<file path="config.mk">
export PLATFORM = sky130hd
export DESIGN_NAME = fhdp_ctrl
export DESIGN_NICKNAME = d
export VERILOG_FILES = /design/src/rtl/fhdp_pkg.sv /design/src/rtl/fhdp_ctrl.sv
export SDC_FILE = /design/constraint.sdc
export NUM_CORES = 1
export LEC_CHECK = 0
export ABC_AREA = 1
export BUFFER_PORTS_ARGS = -buffer_cell sky130_fd_sc_hd__buf_4
export CELL_PAD_IN_SITES_DETAIL_PLACEMENT = 0
export CELL_PAD_IN_SITES_GLOBAL_PLACEMENT = 2
export CORE_UTILIZATION = 33
export CTS_CLUSTER_DIAMETER = 100
export DETAILED_ROUTE_END_ITERATION = 6
export PLACE_DENSITY = 0.88
export SLEW_MARGIN = 20
export SYNTH_ARGS = -nofsm -noshare
export SYNTH_HDL_FRONTEND = slang
export SYNTH_SLANG_ARGS = --single-unit
</file>
<file path="constraint.sdc">
create_clock -name clk -period 3 [get_ports clk]
set_input_delay 0.3 -clock clk [delete_from_list [all_inputs] [get_ports clk]]
set_output_delay 0.3 -clock clk [all_outputs]
set_load 0.02 [all_outputs]
</file>
<file path="src/rtl/fhdp_pkg.sv">
// Shared types, constants and arithmetic helpers for the fire heat diffusion palette block.
package fhdp_pkg;

  localparam int GRID_WIDTH_DEF  = 16;
  localparam int GRID_HEIGHT_DEF = 20;
  localparam int HEAT_BITS_DEF   = 16;

  localparam int IDX_BITS = 8;
  localparam int CFG_BITS = 16;
  localparam int COL_BITS = 8;
  localparam int FLAME_BITS = 17;
  localparam int FLAME_BASE_BITS = 24;

  localparam logic [15:0] LFSR_TAPS = 16'hB400;
  localparam logic [15:0] SEED_RST  = 16'd44257;
  localparam logic [FLAME_BITS-1:0] FLAME_ONE  = 17'd65536;
  localparam logic [FLAME_BITS-1:0] FLAME_HALF = 17'd32768;

  localparam logic MODE_ADVANCE = 1'b0;
  localparam logic MODE_READ    = 1'b1;

  localparam logic REG_ANAGLYPH = 1'b0;
  localparam logic REG_SEED     = 1'b1;

  typedef enum logic [16:0] {
    S_IDLE    = 17'b00000000000000001,
    S_SCAN    = 17'b00000000000000010,
    S_DRAIN   = 17'b00000000000000100,
    S_DRAW    = 17'b00000000000001000,
    S_SQ      = 17'b00000000000010000,
    S_CUBE    = 17'b00000000000100000,
    S_SEED_WR = 17'b00000000001000000,
    S_FLIP    = 17'b00000000010000000,
    S_MOD     = 17'b00000000100000000,
    S_REM     = 17'b00000001000000000,
    S_FETCH   = 17'b00000010000000000,
    S_FLAME   = 17'b00000100000000000,
    S_SQF     = 17'b00001000000000000,
    S_POW     = 17'b00010000000000000,
    S_COLOR   = 17'b00100000000000000,
    S_MIX     = 17'b01000000000000000,
    S_OUT     = 17'b10000000000000000
  } fhdp_state_t;

  typedef struct packed {
    logic       ana_load;
    logic       seed_load;
    logic       idx_load;
    logic       fetch;
    logic       fetch_zero;
    logic       draw;
    logic [1:0] draw_sel;
    logic       seed_sq;
    logic       seed_cube;
    logic       seed_wr;
    logic       flip;
    logic       mod;
    logic       rem;
    logic       pix_rd;
    logic       flame;
    logic       square;
    logic       pow;
    logic       color;
    logic       mix;
    logic       out_load;
  } fhdp_cmd_t;

  typedef struct packed {
    logic pipe_busy;
  } fhdp_status_t;

  // Galois shift, taps 0xB400
  function automatic logic [15:0] lfsr_step(input logic [15:0] v);
    logic [15:0] s;
    s = v >> 1;
    if (v[0]) begin
      s = s ^ LFSR_TAPS;
    end
    return s;
  endfunction

  // floor(x / 10) by reciprocal, exact for any 24-bit x
  function automatic logic [23:0] div10(input logic [23:0] x);
    logic [51:0] p;
    p = 52'(x) * 52'(26843546);
    return p[28 +: 24];
  endfunction

  // floor(x / 100) by reciprocal, exact for the mix sums
  function automatic logic [7:0] div100(input logic [14:0] x);
    logic [31:0] p;
    p = 32'(x) * 32'(41944);
    return p[29:22];
  endfunction

endpackage

</file>
<file path="src/rtl/fhdp_ctrl.sv">
// Sequencer for frame advance, bottom-row seeding and pixel readout.
module fhdp_ctrl import fhdp_pkg::*; #(
  parameter int GRID_WIDTH  = GRID_WIDTH_DEF,
  parameter int GRID_HEIGHT = GRID_HEIGHT_DEF,
  localparam int RW  = $clog2(GRID_HEIGHT),
  localparam int CXW = $clog2(GRID_WIDTH + 1)
) (
  input  logic           clk,
  input  logic           rst,
  input  logic           in_valid,
  output logic           in_stall,
  input  logic           mode,
  output logic           out_valid,
  input  logic           out_stall,
  input  logic           cfg_we,
  input  logic           cfg_index,
  input  fhdp_status_t   status,
  output fhdp_cmd_t      cmd,
  output logic [RW-1:0]  row,
  output logic [CXW-1:0] col
);

  fhdp_state_t state, state_next;
  logic [RW-1:0]  row_next;
  logic [CXW-1:0] col_next;
  logic [1:0]     dcnt, dcnt_next;
  logic [3:0]     pcnt, pcnt_next;
  logic           out_valid_next;
  logic           accept;

  assign in_stall = (state != S_IDLE);
  assign accept   = in_valid && !in_stall;

  always_comb begin
    state_next     = state;
    row_next       = row;
    col_next       = col;
    dcnt_next      = dcnt;
    pcnt_next      = pcnt;
    out_valid_next = out_valid && out_stall;
    cmd            = '0;
    cmd.ana_load   = cfg_we && (cfg_index == REG_ANAGLYPH);
    cmd.seed_load  = cfg_we && (cfg_index == REG_SEED);
    cmd.draw_sel   = dcnt;
    unique case (state)
      S_IDLE: begin
        if (accept) begin
          if (mode == MODE_ADVANCE) begin
            row_next   = '0;
            col_next   = '0;
            state_next = S_SCAN;
          end else begin
            cmd.idx_load = 1'b1;
            state_next   = S_MOD;
          end
        end
      end
      S_SCAN: begin
        cmd.fetch      = 1'b1;
        cmd.fetch_zero = (col == CXW'(GRID_WIDTH));
        if (col == CXW'(GRID_WIDTH)) begin
          col_next = '0;
          if (row == RW'(GRID_HEIGHT - 2)) begin
            state_next = S_DRAIN;
          end else begin
            row_next = row + 1'b1;
          end
        end else begin
          col_next = col + 1'b1;
        end
      end
      S_DRAIN: begin
        if (!status.pipe_busy) begin
          dcnt_next  = '0;
          state_next = S_DRAW;
        end
      end
      S_DRAW: begin
        cmd.draw = 1'b1;
        if (dcnt == 2'd2) begin
          state_next = S_SQ;
        end else begin
          dcnt_next = dcnt + 1'b1;
        end
      end
      S_SQ: begin
        cmd.seed_sq = 1'b1;
        state_next  = S_CUBE;
      end
      S_CUBE: begin
        cmd.seed_cube = 1'b1;
        state_next    = S_SEED_WR;
      end
      S_SEED_WR: begin
        cmd.seed_wr = 1'b1;
        dcnt_next   = '0;
        if (col == CXW'(GRID_WIDTH - 1)) begin
          state_next = S_FLIP;
        end else begin
          col_next   = col + 1'b1;
          state_next = S_DRAW;
        end
      end
      S_FLIP: begin
        cmd.flip   = 1'b1;
        state_next = S_IDLE;
      end
      S_MOD: begin
        cmd.mod    = 1'b1;
        state_next = S_REM;
      end
      S_REM: begin
        cmd.rem    = 1'b1;
        state_next = S_FETCH;
      end
      S_FETCH: begin
        cmd.pix_rd = 1'b1;
        state_next = S_FLAME;
      end
      S_FLAME: begin
        cmd.flame  = 1'b1;
        state_next = S_SQF;
      end
      S_SQF: begin
        cmd.square = 1'b1;
        pcnt_next  = '0;
        state_next = S_POW;
      end
      S_POW: begin
        cmd.pow = 1'b1;
        if (pcnt == 4'd8) begin
          state_next = S_COLOR;
        end else begin
          pcnt_next = pcnt + 1'b1;
        end
      end
      S_COLOR: begin
        cmd.color  = 1'b1;
        state_next = S_MIX;
      end
      S_MIX: begin
        cmd.mix    = 1'b1;
        state_next = S_OUT;
      end
      S_OUT: begin
        // hold until the output register is free or its beat leaves now
        if (!out_valid || !out_stall) begin
          cmd.out_load   = 1'b1;
          out_valid_next = 1'b1;
          state_next     = S_IDLE;
        end
      end
      default: state_next = S_IDLE;
    endcase
  end

  always_ff @(posedge clk) begin
    if (rst) begin
      state     <= S_IDLE;
      row       <= '0;
      col       <= '0;
      dcnt      <= '0;
      pcnt      <= '0;
      out_valid <= 1'b0;
    end else begin
      state     <= state_next;
      row       <= row_next;
      col       <= col_next;
      dcnt      <= dcnt_next;
      pcnt      <= pcnt_next;
      out_valid <= out_valid_next;
    end
  end

endmodule

</file>
==> summary.md <==
| Metric | Value |
|---|---|
| Max_cap viols | 0 |
| DPL Wire Length | 4840 um |
| Nets | 422 |
| CTS tree | done |
| I/O Pins | a little over 40 |
| Post-synth top area cell | dfxtp_1 |
| Rows | 31 |
| Mux cell area share after synthesis | 0 |
| Area fraction in compound gates after synthesis | 0.0572 |
| Drt pass-1 iters | 4 |
| Int Pwr | 1.21 mW |
| Largest net degree at the start of global routing | 23 |
| Switching share of power | 0.526 |
| Synthesized flop and latch total | 34 |
| Mapped Avg Cell Area | slightly below 7 sq um |
| Number of setup buffers added after CTS | 0 |
| Clock Power Share | 0.143 |
| Reg clk slew, reported paths | 0.07 ns |
| Post-synth top flop | dfxtp_1 |
| Area occupied by multi-input gates | 1500 sq um |
| Root buffer cell | clkbuf_8 |
| I/O Buffers | 40 |
| Number of H-tree levels | 2 |
| CTS max path bufs | 2 |
| Final GP Congestion | approximately 0.76 |
| Worst Path Max Fanout | 8 |
| Antenna violations before repair | 0 |
| Share of layout cells above drive strength 1 | 0.238 |
| Total design power | between 2 and 3 mW |
| Reg area | 681 sq um |
| Number of CTS-inserted buffers | 5 |
| Slew headroom | 0.491 |
| Dpl ws | around 1.1 ns |
| Area growth syn-to-layout | 19.3% |
| Drt initial violations | 90 |
| Post-synthesis cell area | about 2500 sq um |
| Synth cell types | 37 |
| Max IR drop VDD | 449 uV |
| Post-synth top cells | 60 x nand2_1, 54 x inv_1, 54 x nor2_1, 34 x dfxtp_1, 33 x nand3_1 |
| Largest family of logic cells by synthesized area | simple AND/OR/NAND/NOR gates |
| Post-synth top area share | 0.276 |
| Most common cell in the synthesized netlist | nand2_1 |
| RSZ-0062 raised after global routing | false |
| Worst setup path category | reg -> out |
| Latest clock arrival within the worst-skew pair | 0.29 ns |
| Wire length per cell | 12.5 um |
| Leakage | between 1 and 1.5 nW |
| GRT overflow | 0 |
| Cell count after synthesis | about 370 |
| DIE AREA | 7830 sq um |
| Most used cell, CP | nand2_2 |
| Final Skew | between 0.005 and 0.006 ns |
| EDFF count, synth | 0 |
| Startpoint types | flop |
| Post-synthesis sequential area ratio | 0.276 |
| Routed wire length | approximately 6300 um |
| Ys async rst share | 0 |
| Post_cts resized | 0 |
| P_sw | 1.34 mW |
| First-pass GRT wire length | roughly 10000 um |
| Status | finished clean |
| Hold Vio Cnt, Final | 0 |
| Via count | roughly 2400 |
| Ant diodes | 0 |
| Post-route setup TNS | 0 ns |
| Pins Over Slew Limit | 0 |
| Comb pwr share | 0.629 |
| Starting Density | 0.341 |
| CP endpoint kind | output port |
| Post-route setup slack | between 0.7 and 0.8 ns |
| Die X | ~89 um |
| Synth area leaders | dfxtp_1 28%, nand2_1 9.1%, inv_1 8.2%, nor2_1 8.2%, nand3_1 6.7% |
| Syn_nets | approximately 380 |
| CP Cell Sequence | nor2_1 > nand2_2 > nor2_4 > nand2_2 > nor4_1 > buf_4 |
| Critical path required time | 2.70 ns |
| Min Tclk post-route | 2.20 ns |
| Detail Route Antenna Nets | 0 |
| Fin crit share | 0.734 |
| Synth Warn # | 0 |
| Core area | between 7000 and 8000 sq um |
| Crit path DAT | ~1.9 ns |
| Slowest stage cell, crit path | dfxtp_1 |
| Worst-Margin Slew | 0.763 ns |
| Top delay family on crit path | simple AND/OR/NAND/NOR gates |
| Post-Synth Adder-Cell Area | 0.0405 |
| Buffer and inverter count on the worst path | 1 |
| Fmax | approximately 450 MHz |
| Critical path's largest stage delay | about 0.36 ns |
| Type of the tightest min-delay check | in -> reg |
| Vias per cell | about 4.7 |
| DRC | 0 |
| Synth Area in Simple Gates | 0.495 |
| Final Setup Violations | 0 |
| Vias in the first global route | 2184 |
| Global-route usage over all layers | 0.175 |
| # fillers | 793 |
| Die Y | roughly 89 um |
| XOR/XNOR share of the synthesized area | 0.0142 |
| Power per standard cell area | between 800 and 900 nW/um^2 |
| CTS Sinks | 34 |
| CTS Hold Bufs | 0 |
| Seq pwr share | 0.228 |
## flip-flops by register name, indices dropped and copies added, names as in the netlist
| register | count |
|---|---|
| col | 5 |
| dcnt | 2 |
| out_valid | 1 |
| pcnt | 4 |
| row | 5 |
| state | 17 |
## power by group through the flow
stage / clock [mW] / combinational, mW / sequential (mW)
4_1_cts: 0.374 / 1.61 / 0.581
5_1_grt: 0.400 / 1.80 / 0.592
3_5_place_dp: 0 / 1.61 / 0.591
2_1_floorplan: 0 / 1.27 / 0.597
3_3_place_gp: 0 / 1.61 / 0.592
6_report: 0.364 / 1.61 / 0.581
## per-layer routing
metal  share of wire  vias up  global-route usage  wire (um)
met1            0.50     1085               0.237       3180
met3           0.032        9              0.0326        206
li1                -     1257                   -          -
met4           0.014        0              0.0587         92
met2            0.45       47               0.281       2870
met5               0        -                   0          0
## worst reg2reg max path, stage by stage (launching register included)
cell	delay (ns)
dfxtp_1	0.38
nor2_2	0.23
nand2_4	0.10
nor2_8	0.32
nand3_2	0.17
nor2_1	0.15
nor2_2	0.09
nand2_8	0.12
inv_4	0.07
nand3b_1	0.10
inv_2	0.04
## per-stage QoR
| stage | hold WS, ns | util | std cells | instance area (sq um) |
|---|---|---|---|---|
| after floorplan | 0.379 | - | 365 | 2470 |
| after global placement | 0.450 | 0.394 | 498 | 2860 |
| after detailed placement | 0.460 | 0.394 | 498 | 2860 |
| after CTS | 0.277 | 0.406 | 506 | 2950 |
| after global routing | 0.285 | 0.406 | 506 | 2950 |
| final | 0.288 | 0.406 | 506 | 2950 |
## placed cells by master (no fill, tap or decap), drive strengths merged
cell type   n
a21oi      16
and3        1
buf        40
clkbuf      7
clkinv      3
dfxtp      34
ha          8
inv        64
nand2      70
nand3      39
nand3b      4
nand4      25
nor2       72
nor3        6
nor3b       1
nor4        2
o2111ai     2
o21ai       8
or2         1
xor2        4
## logic make-up after synthesis
| logic type | Yosys count |
|---|---|
| simple gates | 221 |
| flops | 34 |
| fa+ha+maj | 8 |
| xor+xnor | 4 |
| buf+inv | 72 |
| compound gates | 26 |
## area by class of cell
cell class | instances | share of cell area
Multi-Input combinational cell | 259 | 0.509
Timing Repair Buffer | 40 | 0.102
Tap cell | 99 | 0.0420
Clock buffer | 7 | 0.0293
Inverter | 66 | 0.0849
Sequential cell | 34 | 0.231
Clock inverter | 1 | 0.00170
## worst paths after layout
kind / from / end / slack, ns / cells past startpoint
worst max-delay path: state[1]$_SDFFE_PP0P_ / cmd[2] / 0.80 / 6
worst max register to register: state[12]$_SDFFE_PP0P_ / state[7]$_SDFFE_PP0P_ / 1.13 / 10
worst min register to register: pcnt[3]$_SDFFE_PP0P_ / pcnt[3]$_SDFFE_PP0P_ / 0.47 / 2
worst min-delay path: rst / state[1]$_SDFFE_PP0P_ / 0.29 / 2
No activity file was read; power rests on OpenSTA's default activity.
